**src/sv/ccdp_pkg.sv**
```systemverilog
// Shared types, constants and keyword table for the Cache-Control directive parser.
package ccdp_pkg;

  localparam int AGE_BITS = 32;
  localparam int OUT_AGE_W = 32;
  localparam int PROD_W = AGE_BITS + 4;

  // Directive phase codes
  localparam logic [2:0] PH_LEAD       = 3'd0;
  localparam logic [2:0] PH_NAME       = 3'd1;
  localparam logic [2:0] PH_VAL_WS     = 3'd2;
  localparam logic [2:0] PH_VAL_SIGN   = 3'd3;
  localparam logic [2:0] PH_VAL_DIGITS = 3'd4;
  localparam logic [2:0] PH_VAL_DONE   = 3'd5;
  localparam logic [2:0] PH_DEAD       = 3'd6;

  localparam int NUM_KW = 5;
  localparam int KW_NOSTORE = 0;
  localparam int KW_NOCACHE = 1;
  localparam int KW_PRIVATE = 2;
  localparam int KW_MAXAGE  = 3;
  localparam int KW_SMAXAGE = 4;

  localparam logic [NUM_KW-1:0] KW_ALL      = '1;
  localparam logic [NUM_KW-1:0] KW_ONLY_MAX = NUM_KW'(1) << KW_MAXAGE;
  localparam logic [NUM_KW-1:0] KW_ONLY_SMX = NUM_KW'(1) << KW_SMAXAGE;

  localparam logic [63:0] KW_TEXT [NUM_KW] = '{
    "no-store", "no-cache", {"private", 8'h00}, {"max-age", 8'h00}, "s-maxage"
  };
  localparam logic [3:0] KW_LEN [NUM_KW] = '{4'd8, 4'd8, 4'd7, 4'd7, 4'd8};

  localparam logic [7:0] CH_COMMA = 8'h2C;
  localparam logic [7:0] CH_EQ    = 8'h3D;
  localparam logic [7:0] CH_PLUS  = 8'h2B;
  localparam logic [7:0] CH_MINUS = 8'h2D;
  localparam logic [7:0] CH_ZERO  = 8'h30;
  localparam logic [7:0] CH_NINE  = 8'h39;
  localparam logic [7:0] CH_UP_A  = 8'h41;
  localparam logic [7:0] CH_UP_Z  = 8'h5A;
  localparam logic [7:0] CH_SPACE = 8'h20;
  localparam logic [7:0] CH_TAB   = 8'h09;
  localparam logic [7:0] CH_CR    = 8'h0D;

  // One request handed from the input register to the parser
  typedef struct packed {
    logic       valid;
    logic [7:0] char_byte;
    logic       byte_present;
    logic       is_last;
  } ccdp_step_t;

  typedef struct packed {
    logic                 no_store;
    logic                 no_cache;
    logic                 is_private;
    logic [OUT_AGE_W-1:0] max_age;
    logic                 max_age_present;
    logic [OUT_AGE_W-1:0] shared_max_age;
    logic                 shared_max_age_present;
  } ccdp_policy_t;

  function automatic logic [7:0] kw_char(input int k, input logic [2:0] idx);
    logic [63:0] txt;
    txt = KW_TEXT[k];
    return txt[63 - 8*idx -: 8];
  endfunction

  function automatic logic is_ws(input logic [7:0] c);
    return (c == CH_SPACE) || (c >= CH_TAB && c <= CH_CR);
  endfunction

endpackage

```
**src/sv/ccdp_if.sv**
```systemverilog
// Request and result channel interfaces of the Cache-Control directive parser.
interface ccdp_in_if;
  logic       valid;
  logic       ready;
  logic [7:0] char_byte;
  logic       byte_present;
  logic       is_last;

  modport source (output valid, char_byte, byte_present, is_last, input ready);
  modport sink   (input valid, char_byte, byte_present, is_last, output ready);
endinterface

interface ccdp_out_if;
  logic        valid;
  logic        ready;
  logic        no_store;
  logic        no_cache;
  logic        is_private;
  logic [31:0] max_age;
  logic        max_age_present;
  logic [31:0] shared_max_age;
  logic        shared_max_age_present;

  modport source (output valid, no_store, no_cache, is_private, max_age, max_age_present,
                  shared_max_age, shared_max_age_present, input ready);
  modport sink   (input valid, no_store, no_cache, is_private, max_age, max_age_present,
                  shared_max_age, shared_max_age_present, output ready);
endinterface

```
**src/sv/ccdp_in_reg.sv**
```systemverilog
// Input register: captures one request and releases it to the parser.
module ccdp_in_reg import ccdp_pkg::*; (
  input  logic       clk,
  input  logic       rst_n,
  ccdp_in_if.sink    in_ch,
  input  logic       out_free,
  output ccdp_step_t step
);

  logic       valid_r, valid_nxt;
  logic [7:0] char_r;
  logic       present_r;
  logic       last_r;
  logic       adv;
  logic       take;

  // A last byte may only move on when the result register can take it
  assign adv         = valid_r && (!last_r || out_free);
  assign in_ch.ready = !valid_r || adv;
  assign take        = in_ch.valid && in_ch.ready;
  assign valid_nxt   = take ? 1'b1 : (adv ? 1'b0 : valid_r);

  always_ff @(posedge clk) begin
    if (!rst_n) begin
      valid_r <= 1'b0;
    end else begin
      valid_r <= valid_nxt;
    end
  end

  always_ff @(posedge clk) begin
    if (take) begin
      char_r    <= in_ch.char_byte;
      present_r <= in_ch.byte_present;
      last_r    <= in_ch.is_last;
    end
  end

  assign step.valid        = adv;
  assign step.char_byte    = char_r;
  assign step.byte_present = present_r;
  assign step.is_last      = last_r;

endmodule

```
**src/sv/ccdp_parser.sv**
```systemverilog
// Directive state machine, value accumulator and policy registers.
module ccdp_parser import ccdp_pkg::*; (
  input  logic         clk,
  input  logic         rst_n,
  input  ccdp_step_t   step,
  output ccdp_policy_t policy
);

  logic [2:0]          phase_r, phase_nxt;
  logic [3:0]          pos_r, pos_nxt;
  logic [NUM_KW-1:0]   alive_r, alive_nxt;
  logic                psp_r, psp_nxt;
  logic                neg_r, neg_nxt;
  logic                dseen_r, dseen_nxt;
  logic [AGE_BITS-1:0] acc_r, acc_nxt;
  logic                ovf_r, ovf_nxt;
  logic [2:0]          flags_r, flags_nxt;
  logic [AGE_BITS-1:0] ma_val_r, ma_val_nxt;
  logic                ma_ok_r, ma_ok_nxt;
  logic [AGE_BITS-1:0] sa_val_r, sa_val_nxt;
  logic                sa_ok_r, sa_ok_nxt;

  logic [7:0]          lc;
  logic                is_dig;
  logic                ws;
  logic                comma;
  logic [PROD_W-1:0]   prod;
  logic                prod_big;
  logic [2:0]          nc_phase;
  logic [3:0]          nc_pos;
  logic [NUM_KW-1:0]   nc_alive;
  logic [NUM_KW-1:0]   kw_hit;

  assign is_dig = step.char_byte >= CH_ZERO && step.char_byte <= CH_NINE;
  assign lc     = (step.char_byte >= CH_UP_A && step.char_byte <= CH_UP_Z) ?
                  (step.char_byte | 8'h20) : step.char_byte;
  assign ws     = is_ws(lc);
  assign comma  = step.byte_present && (lc == CH_COMMA);

  // acc * 10 + digit, wide enough to see any overflow
  assign prod = (PROD_W'(acc_r) << 3) + (PROD_W'(acc_r) << 1)
              + PROD_W'(step.char_byte - CH_ZERO);
  assign prod_big = |prod[PROD_W-1:AGE_BITS];

  // Next state for a byte that starts or continues a directive name
  always_comb begin
    for (int k = 0; k < NUM_KW; k++) begin
      kw_hit[k] = (pos_r < KW_LEN[k]) && (kw_char(k, pos_r[2:0]) == lc);
    end
    nc_pos   = pos_r;
    nc_alive = alive_r;
    nc_phase = PH_NAME;
    if (psp_r) begin
      nc_phase = PH_DEAD;
    end else if (lc == CH_EQ) begin
      if (pos_r == 4'd7 && alive_r[KW_MAXAGE]) begin
        nc_alive = KW_ONLY_MAX;
        nc_phase = PH_VAL_WS;
      end else if (pos_r == 4'd8 && alive_r[KW_SMAXAGE]) begin
        nc_alive = KW_ONLY_SMX;
        nc_phase = PH_VAL_WS;
      end else begin
        nc_phase = PH_DEAD;
      end
    end else begin
      nc_alive = alive_r & kw_hit;
      if (pos_r != 4'd15) nc_pos = pos_r + 4'd1;
      if (nc_alive == '0) nc_phase = PH_DEAD;
    end
  end

  always_comb begin
    logic do_add;
    do_add     = 1'b0;
    phase_nxt  = phase_r;
    pos_nxt    = pos_r;
    alive_nxt  = alive_r;
    psp_nxt    = psp_r;
    neg_nxt    = neg_r;
    dseen_nxt  = dseen_r;
    acc_nxt    = acc_r;
    ovf_nxt    = ovf_r;
    flags_nxt  = flags_r;
    ma_val_nxt = ma_val_r;
    ma_ok_nxt  = ma_ok_r;
    sa_val_nxt = sa_val_r;
    sa_ok_nxt  = sa_ok_r;

    if (step.valid && step.byte_present && !comma) begin
      unique case (phase_r)
        PH_LEAD: begin
          if (!ws) begin
            phase_nxt = nc_phase;
            pos_nxt   = nc_pos;
            alive_nxt = nc_alive;
          end
        end
        PH_NAME: begin
          if (ws) begin
            psp_nxt = 1'b1;
          end else begin
            phase_nxt = nc_phase;
            pos_nxt   = nc_pos;
            alive_nxt = nc_alive;
          end
        end
        PH_VAL_WS: begin
          if (!ws) begin
            if (lc == CH_PLUS || lc == CH_MINUS) begin
              neg_nxt   = (lc == CH_MINUS);
              phase_nxt = PH_VAL_SIGN;
            end else if (is_dig) begin
              phase_nxt = PH_VAL_DIGITS;
              do_add    = 1'b1;
            end else begin
              phase_nxt = PH_DEAD;
            end
          end
        end
        PH_VAL_SIGN: begin
          if (is_dig) begin
            phase_nxt = PH_VAL_DIGITS;
            do_add    = 1'b1;
          end else begin
            phase_nxt = PH_DEAD;
          end
        end
        PH_VAL_DIGITS: begin
          if (is_dig) do_add = 1'b1;
          else        phase_nxt = PH_VAL_DONE;
        end
        default: begin
        end
      endcase
    end

    if (do_add) begin
      dseen_nxt = 1'b1;
      if (!ovf_r) begin
        if (prod_big) ovf_nxt = 1'b1;
        else          acc_nxt = prod[AGE_BITS-1:0];
      end
    end

    // Close the directive on a comma or at the end of the header
    if (step.valid && (comma || step.is_last)) begin
      if (phase_nxt == PH_NAME) begin
        if (pos_nxt == 4'd8 && alive_nxt[KW_NOSTORE]) flags_nxt[0] = 1'b1;
        if (pos_nxt == 4'd8 && alive_nxt[KW_NOCACHE]) flags_nxt[1] = 1'b1;
        if (pos_nxt == 4'd7 && alive_nxt[KW_PRIVATE]) flags_nxt[2] = 1'b1;
      end else if ((phase_nxt == PH_VAL_DIGITS || phase_nxt == PH_VAL_DONE) && dseen_nxt) begin
        if (!ovf_nxt && !(neg_nxt && acc_nxt != '0)) begin
          if (alive_nxt == KW_ONLY_MAX) begin
            ma_val_nxt = acc_nxt;
            ma_ok_nxt  = 1'b1;
          end else if (alive_nxt == KW_ONLY_SMX) begin
            sa_val_nxt = acc_nxt;
            sa_ok_nxt  = 1'b1;
          end
        end
      end
    end

    policy.no_store               = flags_nxt[0];
    policy.no_cache               = flags_nxt[1];
    policy.is_private             = flags_nxt[2];
    policy.max_age                = ma_ok_nxt ? OUT_AGE_W'(ma_val_nxt) : '0;
    policy.max_age_present        = ma_ok_nxt;
    policy.shared_max_age         = sa_ok_nxt ? OUT_AGE_W'(sa_val_nxt) : '0;
    policy.shared_max_age_present = sa_ok_nxt;

    if (step.valid && (comma || step.is_last)) begin
      phase_nxt = PH_LEAD;
      pos_nxt   = '0;
      alive_nxt = KW_ALL;
      psp_nxt   = 1'b0;
      neg_nxt   = 1'b0;
      dseen_nxt = 1'b0;
      acc_nxt   = '0;
      ovf_nxt   = 1'b0;
    end
    if (step.valid && step.is_last) begin
      flags_nxt  = '0;
      ma_val_nxt = '0;
      ma_ok_nxt  = 1'b0;
      sa_val_nxt = '0;
      sa_ok_nxt  = 1'b0;
    end
  end

  always_ff @(posedge clk) begin
    if (!rst_n) begin
      phase_r  <= PH_LEAD;
      pos_r    <= '0;
      alive_r  <= KW_ALL;
      psp_r    <= 1'b0;
      neg_r    <= 1'b0;
      dseen_r  <= 1'b0;
      acc_r    <= '0;
      ovf_r    <= 1'b0;
      flags_r  <= '0;
      ma_val_r <= '0;
      ma_ok_r  <= 1'b0;
      sa_val_r <= '0;
      sa_ok_r  <= 1'b0;
    end else begin
      phase_r  <= phase_nxt;
      pos_r    <= pos_nxt;
      alive_r  <= alive_nxt;
      psp_r    <= psp_nxt;
      neg_r    <= neg_nxt;
      dseen_r  <= dseen_nxt;
      acc_r    <= acc_nxt;
      ovf_r    <= ovf_nxt;
      flags_r  <= flags_nxt;
      ma_val_r <= ma_val_nxt;
      ma_ok_r  <= ma_ok_nxt;
      sa_val_r <= sa_val_nxt;
      sa_ok_r  <= sa_ok_nxt;
    end
  end

  a_val_one_kw: assert property (@(posedge clk) disable iff (!rst_n)
    (phase_r == PH_VAL_WS || phase_r == PH_VAL_SIGN || phase_r == PH_VAL_DIGITS ||
     phase_r == PH_VAL_DONE) |-> (alive_r == KW_ONLY_MAX || alive_r == KW_ONLY_SMX))
    else $error("value phase without a single age keyword");

  a_acc_needs_digit: assert property (@(posedge clk) disable iff (!rst_n)
    (acc_r != '0 || ovf_r) |-> dseen_r)
    else $error("accumulator loaded without a digit");

  a_last_clears: assert property (@(posedge clk) disable iff (!rst_n)
    (step.valid && step.is_last) |=>
      (phase_r == PH_LEAD && flags_r == '0 && !ma_ok_r && !sa_ok_r))
    else $error("state not cleared after end of header");

  a_age_zero_unless_ok: assert property (@(posedge clk) disable iff (!rst_n)
    !ma_ok_r |-> (ma_val_r == '0))
    else $error("max-age value held without valid flag");

endmodule

```
**src/sv/ccdp_out_reg.sv**
```systemverilog
// Result register: holds one parsed policy until the sink takes it.
module ccdp_out_reg import ccdp_pkg::*; (
  input  logic         clk,
  input  logic         rst_n,
  input  ccdp_step_t   step,
  input  ccdp_policy_t policy,
  output logic         out_free,
  ccdp_out_if.source   out_ch
);

  logic         valid_r, valid_nxt;
  logic         load;
  ccdp_policy_t pol_r;

  assign out_free  = !valid_r || out_ch.ready;
  assign load      = step.valid && step.is_last;
  assign valid_nxt = load ? 1'b1 : (out_ch.ready ? 1'b0 : valid_r);

  always_ff @(posedge clk) begin
    if (!rst_n) begin
      valid_r <= 1'b0;
    end else begin
      valid_r <= valid_nxt;
    end
  end

  always_ff @(posedge clk) begin
    if (load) pol_r <= policy;
  end

  assign out_ch.valid                  = valid_r;
  assign out_ch.no_store               = pol_r.no_store;
  assign out_ch.no_cache               = pol_r.no_cache;
  assign out_ch.is_private             = pol_r.is_private;
  assign out_ch.max_age                = pol_r.max_age;
  assign out_ch.max_age_present        = pol_r.max_age_present;
  assign out_ch.shared_max_age         = pol_r.shared_max_age;
  assign out_ch.shared_max_age_present = pol_r.shared_max_age_present;

endmodule

```
**src/sv/cache_control_directive_parser.sv**
```systemverilog
// Output: a header's policy is loaded into the result register when the input register releases its last request.
// Throughput: one request per cycle; the input register stalls only on a last
//   request while the result register still holds an untaken policy.
// Reset: synchronous, active low; clears handshake state, the directive state
//   and the policy so the first header starts clean.
// Top level of the Cache-Control directive parser.
module cache_control_directive_parser import ccdp_pkg::*; (
  input  logic       clk,
  input  logic       rst_n,
  ccdp_in_if.sink    in_ch,
  ccdp_out_if.source out_ch
);

  ccdp_step_t   step;
  ccdp_policy_t policy;
  logic         out_free;

  ccdp_in_reg u_in_reg (
    .clk      (clk),
    .rst_n    (rst_n),
    .in_ch    (in_ch),
    .out_free (out_free),
    .step     (step)
  );

  ccdp_parser u_parser (
    .clk    (clk),
    .rst_n  (rst_n),
    .step   (step),
    .policy (policy)
  );

  ccdp_out_reg u_out_reg (
    .clk      (clk),
    .rst_n    (rst_n),
    .step     (step),
    .policy   (policy),
    .out_free (out_free),
    .out_ch   (out_ch)
  );

endmodule
```
**src/flat_wrapper.sv**
```systemverilog
// flat-port wrapper written by rule: the top's interface ports become plain ports
module cache_control_directive_parser_flat import ccdp_pkg::*;
  (clk, rst_n, in_ch_valid, in_ch_char_byte, in_ch_byte_present, in_ch_is_last, in_ch_ready, out_ch_valid, out_ch_no_store, out_ch_no_cache, out_ch_is_private, out_ch_max_age, out_ch_max_age_present, out_ch_shared_max_age, out_ch_shared_max_age_present, out_ch_ready);
  ccdp_in_if in_ch_i ();
  ccdp_out_if out_ch_i ();
  input  logic clk;
  input  logic rst_n;
  input wire logic [$bits(in_ch_i.valid)-1:0] in_ch_valid;
  input wire logic [$bits(in_ch_i.char_byte)-1:0] in_ch_char_byte;
  input wire logic [$bits(in_ch_i.byte_present)-1:0] in_ch_byte_present;
  input wire logic [$bits(in_ch_i.is_last)-1:0] in_ch_is_last;
  output wire logic [$bits(in_ch_i.ready)-1:0] in_ch_ready;
  output wire logic [$bits(out_ch_i.valid)-1:0] out_ch_valid;
  output wire logic [$bits(out_ch_i.no_store)-1:0] out_ch_no_store;
  output wire logic [$bits(out_ch_i.no_cache)-1:0] out_ch_no_cache;
  output wire logic [$bits(out_ch_i.is_private)-1:0] out_ch_is_private;
  output wire logic [$bits(out_ch_i.max_age)-1:0] out_ch_max_age;
  output wire logic [$bits(out_ch_i.max_age_present)-1:0] out_ch_max_age_present;
  output wire logic [$bits(out_ch_i.shared_max_age)-1:0] out_ch_shared_max_age;
  output wire logic [$bits(out_ch_i.shared_max_age_present)-1:0] out_ch_shared_max_age_present;
  input wire logic [$bits(out_ch_i.ready)-1:0] out_ch_ready;
  assign in_ch_i.valid = in_ch_valid;
  assign in_ch_i.char_byte = in_ch_char_byte;
  assign in_ch_i.byte_present = in_ch_byte_present;
  assign in_ch_i.is_last = in_ch_is_last;
  assign in_ch_ready = in_ch_i.ready;
  assign out_ch_valid = out_ch_i.valid;
  assign out_ch_no_store = out_ch_i.no_store;
  assign out_ch_no_cache = out_ch_i.no_cache;
  assign out_ch_is_private = out_ch_i.is_private;
  assign out_ch_max_age = out_ch_i.max_age;
  assign out_ch_max_age_present = out_ch_i.max_age_present;
  assign out_ch_shared_max_age = out_ch_i.shared_max_age;
  assign out_ch_shared_max_age_present = out_ch_i.shared_max_age_present;
  assign out_ch_i.ready = out_ch_ready;
  cache_control_directive_parser u_core (.clk(clk), .rst_n(rst_n), .in_ch(in_ch_i), .out_ch(out_ch_i));
endmodule
```
**config.mk**
```make
export PLATFORM = sky130hd
export DESIGN_NAME = cache_control_directive_parser_flat
export DESIGN_NICKNAME = d
export VERILOG_FILES = /design/src/sv/ccdp_pkg.sv /design/src/sv/ccdp_if.sv /design/src/sv/ccdp_in_reg.sv /design/src/sv/ccdp_parser.sv /design/src/sv/ccdp_out_reg.sv /design/src/sv/cache_control_directive_parser.sv /design/src/flat_wrapper.sv
export SDC_FILE = /design/constraint.sdc
export NUM_CORES = 1
export LEC_CHECK = 0
export BUFFER_PORTS_ARGS = -buffer_cell sky130_fd_sc_hd__buf_4
export CORE_MARGIN = 1.5
export CORE_UTILIZATION = 64
export DETAILED_ROUTE_END_ITERATION = 10
export GPL_TIMING_DRIVEN = 1
export PLACE_DENSITY = 0.84
export SETUP_SLACK_MARGIN = 0.05
export SLEW_MARGIN = 20
export SYNTH_ARGS = -nofsm -noshare
export SYNTH_HDL_FRONTEND = slang
export SYNTH_SLANG_ARGS = --single-unit
```
**constraint.sdc**
```tcl
create_clock -name clk -period 13.9 [get_ports clk]
set_input_delay 2.085 -clock clk [delete_from_list [all_inputs] [get_ports clk]]
set_output_delay 2.085 -clock clk [all_outputs]
set_load 0.005 [all_outputs]
```
==> results of run 1 <==
worst paths after layout:
path | slack (ns) | endpoint | startpoint | depth (start not counted)
setup / recovery | 6.68 | u_core.u_out_reg.out_ch.max_age[10] | u_core.u_in_reg.char_r[4] | 18
hold / removal | 0.46 | u_core.u_parser.ma_val_r[14] | u_core.u_parser.ma_val_r[14] | 2
setup reg to reg | 6.68 | u_core.u_out_reg.out_ch.max_age[10] | u_core.u_in_reg.char_r[4] | 18
hold reg to reg | 0.46 | u_core.u_parser.ma_val_r[14] | u_core.u_parser.ma_val_r[14] | 2
area by class of cell:
type                       count  share of cell area [%]
clock buffer                  18                    3.15
inverter                      39                    1.05
timing repair buffer          98                    5.56
multi-input combinational   1004                    52.5
clock inverter                14                    1.29
tap                          265                    2.38
sequential                   198                    34.1
per-stage QoR:
stage	instances	util (%)	hold WS (ns)	power [mW]	area (sq um)
after floorplan	1319	-	0.435	0.699	12600
after global placement	1602	68.7	0.442	0.730	13300
after detailed placement	1602	68.7	0.447	0.732	13300
after CTS	1634	71.9	0.461	1.23	13900
after global routing	1636	72.2	0.475	1.27	14000
final	1636	72.2	0.462	1.23	14000
routing by layer:
layer  global-route usage [%]  part of all wire [%]  up-vias
met2                     50.1                    47      497
li1                         -                     -     4824
met1                     46.0                    43     5063
met4                     9.66                   2.3        0
met3                     5.10                   8.2       74
met5                        0                     0        -
cell usage after synthesis, drive strengths merged (12+ instances only):
| master | number | area share (%) |
|---|---|---|
| nand2 | 187 | 5.6 |
| mux2i | 167 | 13 |
| dfxtp | 119 | 19 |
| nor2 | 80 | 2.4 |
| edfxtp | 79 | 19 |
| a21oi | 63 | 2.5 |
| ha | 52 | 5.2 |
| clkbuf | 50 | 1.5 |
| nand2b | 50 | 2.5 |
| o21ai | 41 | 1.6 |
| inv | 38 | 1.1 |
| fa | 31 | 4.9 |
| xnor2 | 31 | 2.2 |
| buf | 28 | 1.5 |
| nand3 | 23 | 0.92 |
| nor3 | 23 | 1.0 |
| nor4 | 20 | 1.0 |
| nand4 | 16 | 0.80 |
| a211oi | 15 | 0.94 |
| and3 | 13 | 0.65 |
| or3 | 13 | 0.65 |
| o211ai | 12 | 0.72 |
| xor2 | 12 | 0.84 |
report_power, final:
| group | leakage, nW | switching [mW] | internal [mW] |
|---|---|---|---|
| logic | 3.02 | 0.0610 | 0.0389 |
| clock network | 0.300 | 0.258 | 0.251 |
| registers | 1.67 | 0.0119 | 0.611 |
| total | 4.98 | 0.331 | 0.901 |
critical path, stage by stage, from the launching register on:
cell	delay (ns)
edfxtp_1	0.62
ha_1	0.35
or3_1	0.36
inv_1	0.07
buf_4	0.46
fa_1	0.51
ha_1	0.38
a21oi_1	0.34
o21ai_1	0.22
and2_1	0.22
or3_1	0.48
xnor2_1	0.21
or4b_1	0.52
or4_1	0.52
o311a_1	0.42
nor3_4	0.18
buf_4	0.49
buf_16	0.31
mux2i_1	0.32
kinds of logic after synthesis:
logic type / Yosys count / share of synthesized area (%)
AND/OR/NAND/NOR: 481 / 18.9
AO/OA/AOI/OAI: 223 / 12.0
flip-flops: 198 / 37.8
multiplexers: 174 / 13.9
buffers and inverters: 117 / 4.16
adder cells (fa/ha/maj): 83 / 10.1
XOR/XNOR: 43 / 3.00
flip-flops by register name (all words and copies together) (netlist names), 3 cells and up:
| register | flops |
|---|---|
| u_core.u_parser.pos_r | 4 |
| u_core.u_parser.acc_r | 32 |
| u_core.u_parser.sa_val_r | 32 |
| u_core.u_parser.alive_r | 5 |
| u_core.u_in_reg.char_r | 8 |
| u_core.u_parser.ma_val_r | 32 |
| u_core.u_parser.phase_r | 3 |
| u_core.u_out_reg.out_ch.max_age | 32 |
| u_core.u_out_reg.out_ch.shared_max_age | 32 |
| u_core.u_parser.flags_r | 3 |
==> impl_metrics.py, run 1 <==
metrics = {
    "status": {
        "outcome": "finished clean",
    },
    "synthesis": {
        "synth-seq-cells": 198,
        "synth-edff-count": 79,
        "yosys_warnings": 0,
        "synth_fp_nets": 1416,
        "synth_seq_area_share_pct": 37.8,
        "synthFlopType": "dfxtp_1",
        "synth_area_per_cell_sq_um": 9.53,
        "syn_area_sq_mm": 0.0126,
        "syn_inst": 1319,
        "ys_types": 83,
        "async_flop_share_pct": 0,
    },
    "sta": {
        "final.period_utilization_pct": 52.0,
        "final.setup.tns_ns": 0,
        "min_period_ns": 7.22,
        "relSlewSlack_pct": 31.0,
        "hold_viol": 0,
        "finalClockSkew_ns": 0.0176,
        "tightest_slew_ns": 1.03,
        "rsz0062_at_grt": "false",
        "fmax_mhz": 138,
        "fin_ws_ns": 6.68,
        "finalSetupViolCount": 0,
        "maxSlewViolCount": 0,
    },
    "global_route": {
        "grtUsageTotal_pct": 32.1,
        "antenna_found_initial": 0,
        "grt_overflow": 0,
        "grt_pass1_wl_mm": 51.5,
        "grt_pass1_vias": 9727,
        "grt_max_degree": 99,
    },
    "power": {
        "vdd_ir_drop_max_mv": 0.0906,
        "p_per_area_mw_per_mm2": 88.3,
        "leakage_nw": 4.98,
    },
    "hold_path": {
        "min_path_type": "flip-flop to flip-flop",
    },
    "layout": {
        "register_area_sq_mm": 0.00475,
        "fillers": 1367,
        "layout_common_cells": "nand2_1, mux2i_1, dfxtp_1",
        "nNetsFinal": 1455,
        "syn2layout_area_growth_pct": 11.1,
        "layout_commonest_cell": "nand2_1",
        "insertedDiodeCount": 0,
        "multi_input_area_sq_mm": 0.00733,
        "layout-drive-gt1-share_pct": 11.0,
    },
    "route": {
        "drcViolationCount": 0,
        "wl_mm": 32.7,
        "dr_total_vias": 10500,
        "wire_per_inst_um": 20.0,
        "viasPerCell": 6.39,
        "dr.pass1.iters": 5,
        "drt-initial-drc-count": 1076,
        "detail-route-antenna-nets": 0,
    },
    "place": {
        "place_ws_ns": 6.70,
        "port_buffers": 84,
        "place_congestion": 0.963,
        "dpl.hpwl_mm": 22.5,
    },
    "die": {
        "die_w_um": 143,
        "die_h_um": 143,
        "dieArea_sq_mm": 0.0205,
        "start_util_pct": 65.0,
        "core_area_sq_mm": 0.0193,
        "rows": 51,
        "ios": 85,
    },
    "cts": {
        "clkLatencyLatePin_ns": 0.45,
        "cts_tree": "done",
        "cts_num_sinks": 198,
        "cts_resized": 0,
        "clkTransAtPathRegs_ns": 0.08,
        "post_cts_buffers": 0,
        "cts_max_level": 4,
        "numCtsBuffers": 17,
        "root_buffer": "clkbuf_16",
        "clock_path_buffers": 2,
        "postCtsHoldBufs": 0,
    },
    "setup_path": {
        "crit_path_max_fanout": 36,
        "worstSetupEndpointType": "flip-flop",
        "required_ns": 14.16,
        "crit_path_start_kind": "flip-flop",
        "crit_type": "flip-flop to flip-flop",
        "critPathArrivalTime_ns": 7.48,
    },
    "flow_run": {
        "cap_violations": 0,
    },
}
(Power assumes the default switching activity.)
==> run 2: changes to the inputs <==
--- a/config.mk
+++ b/config.mk
@@ -7,10 +7,10 @@
 export LEC_CHECK = 0
 export BUFFER_PORTS_ARGS = -buffer_cell sky130_fd_sc_hd__buf_4
 export CORE_MARGIN = 1.5
-export CORE_UTILIZATION = 64
+export CORE_UTILIZATION = 56
 export DETAILED_ROUTE_END_ITERATION = 10
 export GPL_TIMING_DRIVEN = 1
-export PLACE_DENSITY = 0.84
+export PLACE_DENSITY = 0.78
 export SETUP_SLACK_MARGIN = 0.05
 export SLEW_MARGIN = 20
 export SYNTH_ARGS = -nofsm -noshare
==> constraint.sdc (replaced) <==
create_clock -name clk -period 6.2 [get_ports clk]
set_input_delay 0.93 -clock clk [delete_from_list [all_inputs] [get_ports clk]]
set_output_delay 0.93 -clock clk [all_outputs]
set_load 0.005 [all_outputs]
==> run 2 against run 1 <==
  * Sequential power up 120%
  * Clock power up 130%
  * Utilization down 7.2 points
  * Combinational power up 140%
  * Largest cell class unchanged
  * Setup slack worse by 6.5 ns
  * Die area up 14%
  * Non-clock buffer count up 24
  * Critical endpoint is now u_core.u_out_reg.out_ch.shared_max_age[27]
  * Register-to-register slack worse by 6.5 ns
  * Cell count up 2.4%
  * Power up 130%
  * Critical path depth unchanged
==> impl_metrics.py, run 2 (synthesis gave the netlist of run 1 again) <==
metrics = {
    "status": {
        "outcome": "finished clean",
    },
    "global_route": {
        "grtUsageTotal_pct": 27.4,
        "grt_pass1_wl_mm": 51.3,
        "antenna_found_initial": 1,
        "grt_max_degree": 102,
        "grt_pass1_vias": 9730,
        "grt_overflow": 0,
    },
    "layout": {
        "fillers": 1751,
        "insertedDiodeCount": 0,
        "final_cell_area_sq_mm": 0.0142,
        "layout-drive-gt1-share_pct": 12.9,
        "fin_cells": 1675,
        "nNetsFinal": 1479,
        "layout_common_cells": "nand2_1, mux2i_1, dfxtp_1",
        "layout_commonest_cell": "nand2_1",
        "syn2layout_area_growth_pct": 13.3,
    },
    "place": {
        "port_buffers": 84,
        "dpl.cell_count": 1637,
        "place_congestion": 0.962,
        "postPlaceCellArea_sq_mm": 0.0135,
        "dpl.hpwl_mm": 23.1,
    },
    "sta": {
        "tightest_slew_ns": 1.13,
        "final.period_utilization_pct": 96.9,
        "rsz0062_at_grt": "false",
        "fmax_mhz": 166,
        "finalClockSkew_ns": 0.0192,
        "finalSetupViolCount": 0,
        "min_period_ns": 6.01,
        "final.setup.tns_ns": 0,
        "maxSlewViolCount": 0,
        "hold_viol": 0,
        "relSlewSlack_pct": 24.6,
    },
    "setup_path": {
        "cpPeakStageDelay_ns": 0.48,
        "critPathArrivalTime_ns": 6.29,
        "crit_path_start_kind": "flip-flop",
        "required_ns": 6.48,
        "crit_type": "flip-flop to flip-flop",
        "worstSetupEndpointType": "flip-flop",
        "ff2ff_setup_slack_ns": 0.19,
        "slowest_stage": "or4_1",
        "cp_cell_sequence": "ha_1 -> or3_1 -> clkinvlp_4 -> buf_6 -> fa_1 -> ha_1 -> a211oi_1 -> o21ai_0 -> o22ai_1 -> o211ai_1 -> or3_1 -> a211o_1 -> or4_1 -> o311a_1 -> nor3_4 -> buf_12 -> buf_4 -> mux2i_1",
        "crit_path_max_fanout": 16,
    },
    "cts": {
        "numCtsBuffers": 17,
        "root_buffer": "clkbuf_16",
        "cts_num_sinks": 198,
        "clkLatencyLatePin_ns": 0.44,
        "cts_max_level": 4,
        "postCtsHoldBufs": 0,
        "clkTransAtPathRegs_ns": 0.08,
        "clock_path_buffers": 2,
        "cts_tree": "done",
    },
    "route": {
        "dr.pass1.iters": 7,
        "dr_total_vias": 10500,
        "wire_per_inst_um": 20.2,
        "drt-initial-drc-count": 797,
        "wl_mm": 33.9,
        "drcViolationCount": 0,
        "viasPerCell": 6.28,
        "detail-route-antenna-nets": 0,
    },
    "power": {
        "p_per_area_mw_per_mm2": 195,
        "vdd_ir_drop_max_mv": 0.166,
        "leakage_nw": 5.11,
    },
    "die": {
        "die_h_um": 153,
        "core_area_sq_mm": 0.0219,
        "ios": 85,
        "start_util_pct": 57.4,
        "rows": 54,
        "dieArea_sq_mm": 0.0233,
        "die_w_um": 153,
    },
    "flow_run": {
        "cap_violations": 0,
    },
    "hold_path": {
        "min_path_type": "flip-flop to flip-flop",
    },
}
run 2: cell types whose count changed in the layout (fill, tap and decap cells not counted), sizes merged:
cell | before | now
clkinv | 8 | 11
inv | 45 | 41
buf | 98 | 120
clkbuf | 18 | 20
clkinvlp | 0 | 1
run 2: power by group:
part	leakage, nW	total (mW)	switching [mW]	internal, mW
Combinational	3.14	0.241	0.148	0.0931
Sequential	1.67	1.39	0.0175	1.37
Clock	0.300	1.15	0.586	0.561
Total	5.11	2.77	0.752	2.02
run 2: critical path: cells and delay by family, from the launching register on:
kind	cells	cell delay, ns
AO/OA/AOI/OAI	6	1.73
adder cells (fa/ha/maj)	3	1.12
buffers and inverters	4	0.80
flip-flops	1	0.40
multiplexers	1	0.24
AND/OR/NAND/NOR	4	1.55
run 2: layer usage:
layer	routed length, um	track usage, %
met5	13	0
met4	799	7.83
met3	2920	4.89
met2	15600	42.6
met1	14600	39.2
run 2: repair_timing:
| item | CTS | global route |
|---|---|---|
| setup buffers | 0 | 2 |
| endpoints found under the setup margin | 0 | 117 |
| gates resized for setup | 0 | 14 |
run 2: stage by stage:
stage	hold slack, ns	setup slack [ns]	power [mW]	utilization (%)
2_1_floorplan	0.435	0.170	1.57	-
3_3_place_gp	0.442	0.225	1.65	61.6
3_5_place_dp	0.449	0.137	1.65	61.6
4_1_cts	0.462	0.122	2.78	64.4
5_1_grt	0.477	0.0276	2.86	65.0
6_report	0.462	0.191	2.77	65.0
run 2: cell type report:
type	instances	area (sq um)	share of cell area [%]
multi-input combinational	1004	7340	51.6
sequential	198	4750	33.4
timing repair buffer	122	1010	7.10
clock buffer	18	439	3.09
tap	280	350	2.46
clock inverter	14	183	1.28
inverter	39	150	1.06
run 2: path summary, 6_finish.rpt:
path	start	to	depth (start not counted)
worst max-delay path	u_core.u_in_reg.char_r[4]	u_core.u_out_reg.out_ch.shared_max_age[27]	18
worst min-delay path	u_core.u_parser.ma_val_r[31]	u_core.u_parser.ma_val_r[31]	2
worst max register to register	u_core.u_in_reg.char_r[4]	u_core.u_out_reg.out_ch.shared_max_age[27]	18
worst min register to register	u_core.u_parser.ma_val_r[31]	u_core.u_parser.ma_val_r[31]	2
